File: src/hw/rtl/uctseq_pkg.sv
// Package for the USB control transfer sequencer.
// Stage, URB, action and status codes plus the context and result structs.
// No dependencies.
package uctseq_pkg;

	typedef enum logic [13:0] {
		STG_IDLE            = 14'b00000000000001,
		STG_SETUP           = 14'b00000000000010,
		STG_SETUP_WAIT      = 14'b00000000000100,
		STG_DATA_IN         = 14'b00000000001000,
		STG_DATA_IN_WAIT    = 14'b00000000010000,
		STG_DATA_OUT        = 14'b00000000100000,
		STG_DATA_OUT_WAIT   = 14'b00000001000000,
		STG_STATUS_IN       = 14'b00000010000000,
		STG_STATUS_IN_WAIT  = 14'b00000100000000,
		STG_STATUS_OUT      = 14'b00001000000000,
		STG_STATUS_OUT_WAIT = 14'b00010000000000,
		STG_ERROR           = 14'b00100000000000,
		STG_STALLED         = 14'b01000000000000,
		STG_COMPLETE        = 14'b10000000000000
	} stage_t;

	localparam logic [2:0] URB_DONE      = 3'd1;
	localparam logic [2:0] URB_NOT_READY = 3'd2;
	localparam logic [2:0] URB_ERROR     = 3'd4;
	localparam logic [2:0] URB_STALL     = 3'd5;

	localparam logic [2:0] ACT_NONE       = 3'd0;
	localparam logic [2:0] ACT_SEND_SETUP = 3'd1;
	localparam logic [2:0] ACT_RECV_DATA  = 3'd2;
	localparam logic [2:0] ACT_SEND_DATA  = 3'd3;
	localparam logic [2:0] ACT_RECV_ZLP   = 3'd4;
	localparam logic [2:0] ACT_SEND_ZLP   = 3'd5;
	localparam logic [2:0] ACT_STOP_CH    = 3'd6;

	localparam logic [1:0] RES_BUSY = 2'd0;
	localparam logic [1:0] RES_OK   = 2'd1;
	localparam logic [1:0] RES_FAIL = 2'd2;

	localparam logic [7:0] MAX_ERR_RESET = 8'd2;

	typedef struct packed {
		logic        wait_phase;
		stage_t      stage;
		logic [7:0]  err_cnt;
		logic        dir;
		logic [15:0] len;
	} ctx_t;

	typedef struct packed {
		logic [2:0]  action;
		logic [15:0] action_length;
		logic [1:0]  status;
		logic        retries_exhausted;
	} res_t;

	localparam ctx_t CTX_RESET = '{
		wait_phase: 1'b0,
		stage:      STG_SETUP,
		err_cnt:    8'd0,
		dir:        1'b0,
		len:        16'd0
	};

endpackage

File: src/hw/rtl/uctseq_step.sv
// Next-state and result logic for one poll of the control transfer sequencer.
// Depends on uctseq_pkg.
module uctseq_step (
	input  uctseq_pkg::ctx_t  cur,
	input  logic              cmd,
	input  logic              request_direction,
	input  logic [15:0]       data_length,
	input  logic [2:0]        out_pipe_urb,
	input  logic [2:0]        in_pipe_urb,
	input  logic [7:0]        max_err,
	output uctseq_pkg::ctx_t  nxt,
	output uctseq_pkg::res_t  res
);

	logic [8:0] err_inc;

	assign err_inc = {1'b0, cur.err_cnt} + 9'd1;

	always_comb begin
		nxt = cur;
		res = '{action: uctseq_pkg::ACT_NONE, action_length: 16'd0,
			status: uctseq_pkg::RES_BUSY, retries_exhausted: 1'b0};
		if (cmd) begin
			nxt = uctseq_pkg::CTX_RESET;
		end else if (!cur.wait_phase) begin
			nxt.dir        = request_direction;
			nxt.len        = data_length;
			nxt.stage      = uctseq_pkg::STG_SETUP;
			nxt.wait_phase = 1'b1;
		end else begin
			unique case (cur.stage)
				uctseq_pkg::STG_SETUP: begin
					res.action = uctseq_pkg::ACT_SEND_SETUP;
					nxt.stage  = uctseq_pkg::STG_SETUP_WAIT;
				end
				uctseq_pkg::STG_SETUP_WAIT: begin
					if (out_pipe_urb == uctseq_pkg::URB_DONE) begin
						if (cur.len != 16'd0)
							nxt.stage = cur.dir ? uctseq_pkg::STG_DATA_IN
								: uctseq_pkg::STG_DATA_OUT;
						else
							nxt.stage = cur.dir ? uctseq_pkg::STG_STATUS_OUT
								: uctseq_pkg::STG_STATUS_IN;
					end else if (out_pipe_urb == uctseq_pkg::URB_ERROR) begin
						nxt.stage = uctseq_pkg::STG_ERROR;
					end
				end
				uctseq_pkg::STG_DATA_IN: begin
					res.action        = uctseq_pkg::ACT_RECV_DATA;
					res.action_length = cur.len;
					nxt.stage         = uctseq_pkg::STG_DATA_IN_WAIT;
				end
				uctseq_pkg::STG_DATA_IN_WAIT: begin
					if (in_pipe_urb == uctseq_pkg::URB_DONE)
						nxt.stage = uctseq_pkg::STG_STATUS_OUT;
					else if (in_pipe_urb == uctseq_pkg::URB_STALL)
						res.status = uctseq_pkg::RES_FAIL;
					else if (in_pipe_urb == uctseq_pkg::URB_ERROR)
						nxt.stage = uctseq_pkg::STG_ERROR;
				end
				uctseq_pkg::STG_DATA_OUT: begin
					res.action        = uctseq_pkg::ACT_SEND_DATA;
					res.action_length = cur.len;
					nxt.stage         = uctseq_pkg::STG_DATA_OUT_WAIT;
				end
				uctseq_pkg::STG_DATA_OUT_WAIT: begin
					if (out_pipe_urb == uctseq_pkg::URB_DONE) begin
						nxt.stage = uctseq_pkg::STG_STATUS_IN;
					end else if (out_pipe_urb == uctseq_pkg::URB_STALL) begin
						nxt.stage  = uctseq_pkg::STG_STALLED;
						res.status = uctseq_pkg::RES_FAIL;
					end else if (out_pipe_urb == uctseq_pkg::URB_NOT_READY) begin
						nxt.stage = uctseq_pkg::STG_DATA_OUT;
					end else if (out_pipe_urb == uctseq_pkg::URB_ERROR) begin
						nxt.stage  = uctseq_pkg::STG_ERROR;
						res.status = uctseq_pkg::RES_FAIL;
					end
				end
				uctseq_pkg::STG_STATUS_IN: begin
					res.action = uctseq_pkg::ACT_RECV_ZLP;
					nxt.stage  = uctseq_pkg::STG_STATUS_IN_WAIT;
				end
				uctseq_pkg::STG_STATUS_IN_WAIT: begin
					if (in_pipe_urb == uctseq_pkg::URB_DONE)
						res.status = uctseq_pkg::RES_OK;
					else if (in_pipe_urb == uctseq_pkg::URB_STALL)
						res.status = uctseq_pkg::RES_FAIL;
					else if (in_pipe_urb == uctseq_pkg::URB_ERROR)
						nxt.stage = uctseq_pkg::STG_ERROR;
				end
				uctseq_pkg::STG_STATUS_OUT: begin
					res.action = uctseq_pkg::ACT_SEND_ZLP;
					nxt.stage  = uctseq_pkg::STG_STATUS_OUT_WAIT;
				end
				uctseq_pkg::STG_STATUS_OUT_WAIT: begin
					if (out_pipe_urb == uctseq_pkg::URB_DONE)
						res.status = uctseq_pkg::RES_OK;
					else if (out_pipe_urb == uctseq_pkg::URB_NOT_READY)
						nxt.stage = uctseq_pkg::STG_STATUS_OUT;
					else if (out_pipe_urb == uctseq_pkg::URB_ERROR)
						nxt.stage = uctseq_pkg::STG_ERROR;
				end
				uctseq_pkg::STG_ERROR: begin
					if (err_inc <= {1'b0, max_err}) begin
						nxt.err_cnt    = err_inc[7:0];
						res.action     = uctseq_pkg::ACT_STOP_CH;
						nxt.stage      = uctseq_pkg::STG_SETUP;
						nxt.wait_phase = 1'b0;
					end else begin
						res.retries_exhausted = 1'b1;
						nxt.err_cnt           = 8'd0;
						res.status            = uctseq_pkg::RES_FAIL;
					end
				end
				default: begin
				end
			endcase
			if (res.status == uctseq_pkg::RES_OK) begin
				nxt.wait_phase = 1'b0;
				nxt.stage      = uctseq_pkg::STG_IDLE;
			end else if (res.status == uctseq_pkg::RES_FAIL) begin
				nxt.wait_phase = 1'b0;
			end
		end
	end

endmodule

File: src/hw/rtl/usb_control_transfer_sequencer_core.sv
// Top level of the USB host control transfer sequencer.
// Input register, uctseq_step logic, sequencer state and result register.
// Depends on uctseq_pkg and uctseq_step.
//
//  channel | signals                                   | handshake
//  --------+-------------------------------------------+------------------
//  in      | cmd request_direction data_length         | in_valid/in_stall
//          | out_pipe_urb in_pipe_urb                  |
//  out     | action action_length status               | out_valid/out_stall
//          | retries_exhausted                         |
//  cfg     | cfg_data (max_error_count)                | cfg_valid/cfg_ready
//
// One poll per cycle while in_stall is low; each poll passes through the input register, then the result register.
// The sequencer state updates as a poll moves from the input to the result register.
// out_stall holds the result register and backs up into in_stall only when both are full.
// arst_n clears the state, the valid flags and sets max_error_count to 2.
module usb_control_transfer_sequencer_core (
	input  logic        clk,
	input  logic        arst_n,
	input  logic        in_valid,
	output logic        in_stall,
	input  logic        cmd,
	input  logic        request_direction,
	input  logic [15:0] data_length,
	input  logic [2:0]  out_pipe_urb,
	input  logic [2:0]  in_pipe_urb,
	output logic        out_valid,
	input  logic        out_stall,
	output logic [2:0]  action,
	output logic [15:0] action_length,
	output logic [1:0]  status,
	output logic        retries_exhausted,
	input  logic        cfg_valid,
	output logic        cfg_ready,
	input  logic [7:0]  cfg_data
);

	logic               valid_s1;
	logic               cmd_s1;
	logic               dir_s1;
	logic [15:0]        len_s1;
	logic [2:0]         urb_out_s1;
	logic [2:0]         urb_in_s1;
	logic               valid_s2;
	uctseq_pkg::res_t   res_s2;
	uctseq_pkg::ctx_t   ctx_q;
	uctseq_pkg::ctx_t   ctx_nxt;
	uctseq_pkg::res_t   res_nxt;
	logic [7:0]         max_err_q;
	logic               out_hold;
	logic               adv;

	assign out_hold  = valid_s2 & out_stall;
	assign adv       = valid_s1 & ~out_hold;
	assign in_stall  = valid_s1 & out_hold;
	assign cfg_ready = 1'b1;

	always_ff @(posedge clk or negedge arst_n) begin
		if (!arst_n) begin
			max_err_q <= uctseq_pkg::MAX_ERR_RESET;
		end else if (cfg_valid) begin
			max_err_q <= cfg_data;
		end
	end

	always_ff @(posedge clk or negedge arst_n) begin
		if (!arst_n) begin
			valid_s1 <= 1'b0;
		end else if (!in_stall) begin
			valid_s1 <= in_valid;
		end
	end

	always_ff @(posedge clk) begin
		if (in_valid && !in_stall) begin
			cmd_s1     <= cmd;
			dir_s1     <= request_direction;
			len_s1     <= data_length;
			urb_out_s1 <= out_pipe_urb;
			urb_in_s1  <= in_pipe_urb;
		end
	end

	uctseq_step u_step (
		.cur               (ctx_q),
		.cmd               (cmd_s1),
		.request_direction (dir_s1),
		.data_length       (len_s1),
		.out_pipe_urb      (urb_out_s1),
		.in_pipe_urb       (urb_in_s1),
		.max_err           (max_err_q),
		.nxt               (ctx_nxt),
		.res               (res_nxt)
	);

	always_ff @(posedge clk or negedge arst_n) begin
		if (!arst_n) begin
			ctx_q <= uctseq_pkg::CTX_RESET;
		end else if (adv) begin
			ctx_q <= ctx_nxt;
		end
	end

	always_ff @(posedge clk or negedge arst_n) begin
		if (!arst_n) begin
			valid_s2 <= 1'b0;
		end else if (!out_hold) begin
			valid_s2 <= valid_s1;
		end
	end

	always_ff @(posedge clk) begin
		if (adv) begin
			res_s2 <= res_nxt;
		end
	end

	assign out_valid         = valid_s2;
	assign action            = res_s2.action;
	assign action_length     = res_s2.action_length;
	assign status            = res_s2.status;
	assign retries_exhausted = res_s2.retries_exhausted;

endmodule

File: config.mk
export PLATFORM = sky130hd
export DESIGN_NAME = usb_control_transfer_sequencer_core
export DESIGN_NICKNAME = d
export VERILOG_FILES = /design/src/hw/rtl/uctseq_pkg.sv /design/src/hw/rtl/uctseq_step.sv /design/src/hw/rtl/usb_control_transfer_sequencer_core.sv
export SDC_FILE = /design/constraint.sdc
export NUM_CORES = 1
export LEC_CHECK = 0
export BUFFER_PORTS_ARGS = -buffer_cell sky130_fd_sc_hd__buf_2
export CAP_MARGIN = 20
export CORE_MARGIN = 2
export CORE_UTILIZATION = 52
export CTS_CLUSTER_DIAMETER = 40
export DETAILED_ROUTE_END_ITERATION = 7
export GPL_TIMING_DRIVEN = 0
export PLACE_DENSITY = 0.77
export SLEW_MARGIN = 40
export SYNTH_ARGS = -nofsm -noshare
export SYNTH_HDL_FRONTEND = slang
export SYNTH_SLANG_ARGS = --single-unit
File: constraint.sdc
create_clock -name clk -period 2.9 [get_ports clk]
set_input_delay 0.145 -clock clk [delete_from_list [all_inputs] [get_ports clk]]
set_output_delay 0.145 -clock clk [all_outputs]
set_load 0.05 [all_outputs]
* Word-level counts from Yosys, hierarchy flattened *
Cells that the tools add are included.

operators by class
  $add $sub $neg = 1
  magnitude comparators = 1
  equality and inequality tests = 25
  multiplexer cells = 40
  bitwise logic cells = 7
  reduce and logical (&&, ||, !) cells = 12

operator list
  operator              number
  $mux 14               13
  $pmux 14 s11          1
  $mux 40               1
  $mux 15               2
  $mux 8                3
  $mux 2                9
  $pmux 3 s6            1
  $mux 17               1
  $reduce_bool 16->1    1
  $eq 14x10->1 const B  1
  $eq 14x11->1 const B  1
  $eq 14x12->1 const B  1
  $eq 14x2->1 const B   1
  $eq 14x3->1 const B   1
  $eq 14x4->1 const B   1
  $eq 14x5->1 const B   1
  $eq 14x6->1 const B   1
  $eq 14x7->1 const B   1
  $eq 14x8->1 const B   1
  $eq 14x9->1 const B   1
  $ne 14x2->1 const B   1
  $eq 3x3->1 const B    4
  $mux 10               1
  $ne 5x5->1 const B    2
  other kinds (22)      35

word-level totals
  bits in registers = 96
  bits of input ports = 37
  output and inout bits = 25
  logic and storage cells = 103

* Longest topological paths before layout *
  depth after elaboration = 13
  gate-level depth with buffers = 13
  depth with buffers taken out = 12

* By module *
A second synthesis with hierarchy kept.

second synthesis, totals
  cells, all modules = 467
  area total of the unflattened synthesis = 5320.1 um^2

by module, submodules not included
  module                               instances  cells an instance  area each (um^2)  sequential area each (um^2)
  usb_control_transfer_sequencer_core  1          157                3284.4            2635.0
  uctseq_step                          1          310                2035.7            0.0

* Worst setup path after synthesis *
No wires, ideal clock.

  path kind = register to register
  from = register ctx_q[17] (netlist name)
  to = register ctx_q[28] (netlist name)
  library setup time = 0.092 ns
  arrival = 2.832 ns
  required time = 2.808 ns
  path slack = -0.023 ns
  stages on the path, launching flop included = 14
  path buffers = 1
  clock period less this slack = 2.923 ns
  path through = dfrtp_1 ha_1 nand3_1 nor2_1 xor2_1 ha_1 a21o_1 a21oi_1 o21ai_0 o21ai_0 o211ai_1 or3_1 buf_2 o31ai_2

on the way
  word-level cells in the longest chain between the ends = 10
  elaborated cells on any way between the ends = 15
  classes of those cells = add/sub (1); order compare (1); eq/ne (5); mux (7); reduce/logical (1)

ends and longest elaborated chain
  item                                                                 line                                        source
  from (decl)                                                          usb_control_transfer_sequencer_core.sv:46   uctseq_pkg::ctx_t ctx_q;
  from (signal assigned)                                               usb_control_transfer_sequencer_core.sv:98   ctx_q <= uctseq_pkg::CTX_RESET;
  from (signal assigned)                                               usb_control_transfer_sequencer_core.sv:100  ctx_q <= ctx_nxt;
  $add 8x1->9 *                                                        uctseq_step.sv:17                           assign err_inc = {1'b0, cur.err_cnt} + 9'd1;
  $le 9x8->1 *                                                         uctseq_step.sv:104                          if (err_inc <= {1'b0, max_err}) begin
  parallel branches: the longest is 8 deep, another holds $ne 14x2->1  -

Mark *: on every way between the ends. The select of a mux whose other input is x is not followed.
A chain may end at the register's enable or synchronous reset.

* Final worst setup path *
  from = register ctx_q[36] (netlist name)
  to = register ctx_q[28] (netlist name)

on the way
  word-level cells in the longest chain between the ends = 8
  elaborated cells on any way between the ends = 24
  classes of those cells = eq/ne (16); mux (7); reduce/logical (1)

ends and longest elaborated chain
  item
  parallel branches: the longest is 8 deep, another holds $eq 14x12->1

Parallel ways; which one is timed is not known. The select of a mux whose other input is x is not followed.

==> results <==
- The flow ran to the end, but the final reports show violations.
- The checks that failed: negative setup slack.
- Of the total power, the share spent switching nets is 29.5%.
- In the synthesized netlist the async set-or-reset flop fraction comes to 52.1%.
- The minimum setup slack in the final design is -0.0335 ns.
- For this block, the via count after detailed routing is 3581.
- Data on the critical path arrives at its endpoint at 3.22 ns.
- The type of the worst min-delay path is primary input to flop.
- The clock network latency to the later pin of the worst-skew pair is 0.37 ns.
- The flop and latch count out of synthesis is 96.
- The congestion estimate from routability-driven global placement came to 0.874.
- The number of levels in the clock H-tree is 3.
- For this run, the number of Yosys warnings is 0.
- The floorplan step defined a core boundary enclosing 8590 µm².
- VDD sags by at most 0.288 mV.
- The total overflow left after global routing is 0.
- Excluding fillers, the count of instances in the completed layout stands at 654.
- In this run, synthesis inferred 46 flip-flops with an integrated enable.
- The tree built by TritonCTS fans out to 96 sinks.
- The total of buffers placed on input and output ports is 60.
- The relative contribution of the clock network to total power is 30.0%.
- The number of diodes added for antenna fixing is 0.
- After clock tree synthesis, the clock-pin slew on the worst setup and hold paths is 0.10 ns.
- Summing every instance area after synthesis gives 4540 µm².
- The share of total power dissipated in sequential elements is 52.7%.
- After detailed routing, the number of remaining DRC violations is 0.
- The post-route clock skew is 0.00818 ns.
- The TritonCTS clock tree is yes.
- The number of unique standard cell types used by synthesis is 51.
- The share of the clock period used by the worst path after layout is 101%.
- The number of global-route vias before repair is 3584.
- The worst slack on hold paths is 0.0142 ns.
- The critical path endpoint category is a flop.
- The row count is 34.
- The startpoint kind of the worst setup timing path is a flop.
- The post-detailed-placement cell area is 5010 µm².
- Of all nets on the critical path, the largest fanout is 7.
- STA puts the critical path data required time at 3.19 ns.
- The starting utilization of the core area is 52.9%.
- Of the total power, combinational logic draws 17.2%.
- 62 I/O pins were placed.
- At the pin with the least slew margin, the transition time is 0.643 ns.
- The maximum root-to-sink buffer count is 2.
- Yosys attributes the largest share of cell area to edfxtp_1 30%, dfrtp_1 26%, nand2_1 4.5%.
- Setup violations remaining at the end of the flow were counted as 1.
- Once detail routing completed, the nets flagged for antenna violations numbered 0.
- The clock buffer count from CTS is 9.
- The growth of design area from synthesis to finish is 27.4%.
- The net count after synthesis is 471.
- The die covers 9500 µm².
- The count of TritonRoute iterations in the first routing pass is 6.
- The final number of hold-violating endpoints is 0.
- Synthesis handed over a netlist of 425 instances.
- Setup repair after global routing could not meet its margin everywhere.
- Max-cap violations in this run came to 0.
- Including well taps, the total number of placed cells is 594.
- A synthesized cell averages 10.7 µm².
- The max-slew violation count is 0.
- The final critical path time including I/O delays and setup is 2.93 ns.
- For this design the total switching power over the nets is 0.905 mW.
- The share of layout cells above drive strength 1 is 24.2%.
- In the synthesized netlist, the cells that appear most often are 55 x nand2_1, 48 x dfrtp_1, 46 x edfxtp_1.
- The most used flip-flop cell after synthesis is dfrtp_1.
- The number of DRC markers in iteration 0 is 239.
- The average wire per cell in the routed design is 15.3 µm.
- The tightest slew margin relative to the limit is 57.1%.
- The sequential fraction of the synthesis area is 58.0%.
- The total leakage power is 2.46 nW.
- The cell at the root of the clock tree is clkbuf_8.
- Derived from the worst setup path, the maximum achievable clock frequency is 341 MHz.
- In this run the vertical extent of the chip is 97.5 µm.
- The half-perimeter wire length of the detailed placement result is 6730 µm.
- The most area-hungry cell type in the Yosys netlist is edfxtp_1.
- The aggregate global-route resource usage is 21.8%.
- In the post-synthesis netlist, the cell with the most instances is nand2_1.
- The wire length of the first global-routing pass is 16700 µm.
- In the final design database the tool counted 587 nets.
- Power spread over the standard cell area amounts to 529 nW/µm².
- The final standard cell area without fillers is 5790 µm².
- The worst setup path is of the flop to flop kind.
- Dividing the detail-routed via count by the number of cells gives 5.48.
- The initial antenna violation count was 0.
- The area fraction of the dominant cell type after synthesis is 30.4%.
- The pin count of the biggest net entering global routing is 51.
- Cell internal power was estimated by the tool at 2.16 mW.
- The floorplan die width is 97.5 µm.
- The layout has 631 filler cells.
- Wires add up to 10000 µm.
-- per-layer routing --
layer / share of wire (%) / track usage, % / up-vias
li1: - / - / 1738
met3: 5.8 / 4.10 / 15
met4: 1.6 / 8.76 / 0
met5: 0 / 0 / -
met1: 43 / 29.1 / 1693
met2: 49 / 35.5 / 135
-- cells in the final DEF (no fill, tap or decap), drive strengths merged, types with 2 or more instances in the layout --
| cell | count |
|---|---|
| or4 | 4 |
| o21bai | 2 |
| or2 | 4 |
| edfxtp | 46 |
| nor3b | 2 |
| nand3 | 11 |
| dfrtp | 48 |
| a22o | 2 |
| nor4 | 10 |
| ha | 9 |
| and2 | 20 |
| buf | 75 |
| a211oi | 2 |
| xnor2 | 6 |
| a21oi | 17 |
| dfstp | 2 |
| nor3 | 6 |
| nand4b | 4 |
| o21ai | 33 |
| or3 | 2 |
| nand4 | 11 |
| clkbuf | 24 |
| nor2 | 24 |
| o31ai | 4 |
| nand2 | 55 |
| o2bb2ai | 5 |
| nand2b | 29 |
| a21o | 4 |
| a31oi | 2 |
| nor2b | 7 |
| inv | 16 |
| xor2 | 5 |
| dlygate4sd3 | 34 |
| o211ai | 3 |
| or3b | 3 |
| mux2 | 2 |
-- registers in the layout, indices dropped and copies added (netlist names), 2 cells and up --
| name | flops |
|---|---|
| ctx_q | 40 |
| action_length | 16 |
| len_s1 | 16 |
| max_err_q | 8 |
| action | 3 |
| urb_in_s1 | 3 |
| urb_out_s1 | 3 |
| status | 2 |
-- power groups by stage --
stage	clock (mW)	combinational, mW	sequential [mW]
2_1_floorplan	0	0.247	1.70
3_3_place_gp	0	0.432	1.64
3_5_place_dp	0	0.453	1.64
4_1_cts	0.932	0.506	1.61
5_1_grt	0.997	0.576	1.63
6_report	0.920	0.528	1.62
-- final timing paths --
check | from | endpoint | slack [ns] | cells after the start
hold reg to reg | valid_s1 | out_valid | 0.50 | 1
setup reg to reg | ctx_q[36] | ctx_q[28] | -0.03 | 8
min in group asynchronous | arst_n | out_valid | 0.32 | 2
hold / removal | out_stall | out_valid | 0.01 | 3
setup / recovery | ctx_q[36] | ctx_q[28] | -0.03 | 8
max in group asynchronous | arst_n | ctx_q[20] | 2.11 | 2
-- logic make-up (layout without fill, tap and decap cells) --
family,count (synthesis),after routing,share of synthesized area (%)
AOI/OAI and AO/OA,78,78,10.7
DFF,96,96,58.0
buffers and inverters,31,152,2.75
adders and majority gates,9,9,2.48
xor gates and xnor gates,11,11,2.12
muxes,2,2,0.496
and+or+nand+nor,197,197,23.4
other,1,1,0.0825
-- timing repair --
action | CTS | global route
endpoints found under the setup margin | 12 | 18
setup buffers | 8 | 3
pin swaps | 5 | 7
hold endpoints to repair | 81 | 0
gates resized for setup | 15 | 17
hold buffers | 34 | 0
-- cell type report --
type                       instances  area [µm²]  area share [%]
sequential                        96        2640            45.6
multi-input combinational        298        1920            33.2
timing repair buffer             106         753            13.0
tap                              108         135            2.34
clock buffer                       9         124            2.14
clock inverter                     7        85.1            1.47
buffer                            18        83.8            1.45
inverter                          12        45.0           0.778
-- critical path, stage by stage (launching register included) --
cell and delay (ns):
dfrtp_1 0.39, or4_4 0.55, or4_4 0.44, or4b_4 0.55, nand4_4 0.10, nor2b_1 0.08, or3_1 0.38, buf_6 0.16
o31ai_4 0.20
-- stage by stage --
step	util (%)	setup WS [ns]	total power, mW	TNS (ns)
2_1_floorplan	-	0.0241	1.94	0
3_3_place_gp	57.9	-0.367	2.07	-2.89
3_5_place_dp	58.3	-0.357	2.10	-2.65
4_1_cts	66.1	-0.0197	3.05	-0.0197
5_1_grt	67.3	-0.106	3.20	-0.356
6_report	67.3	-0.0335	3.06	-0.0335
Power figures use the tool's default switching activity.
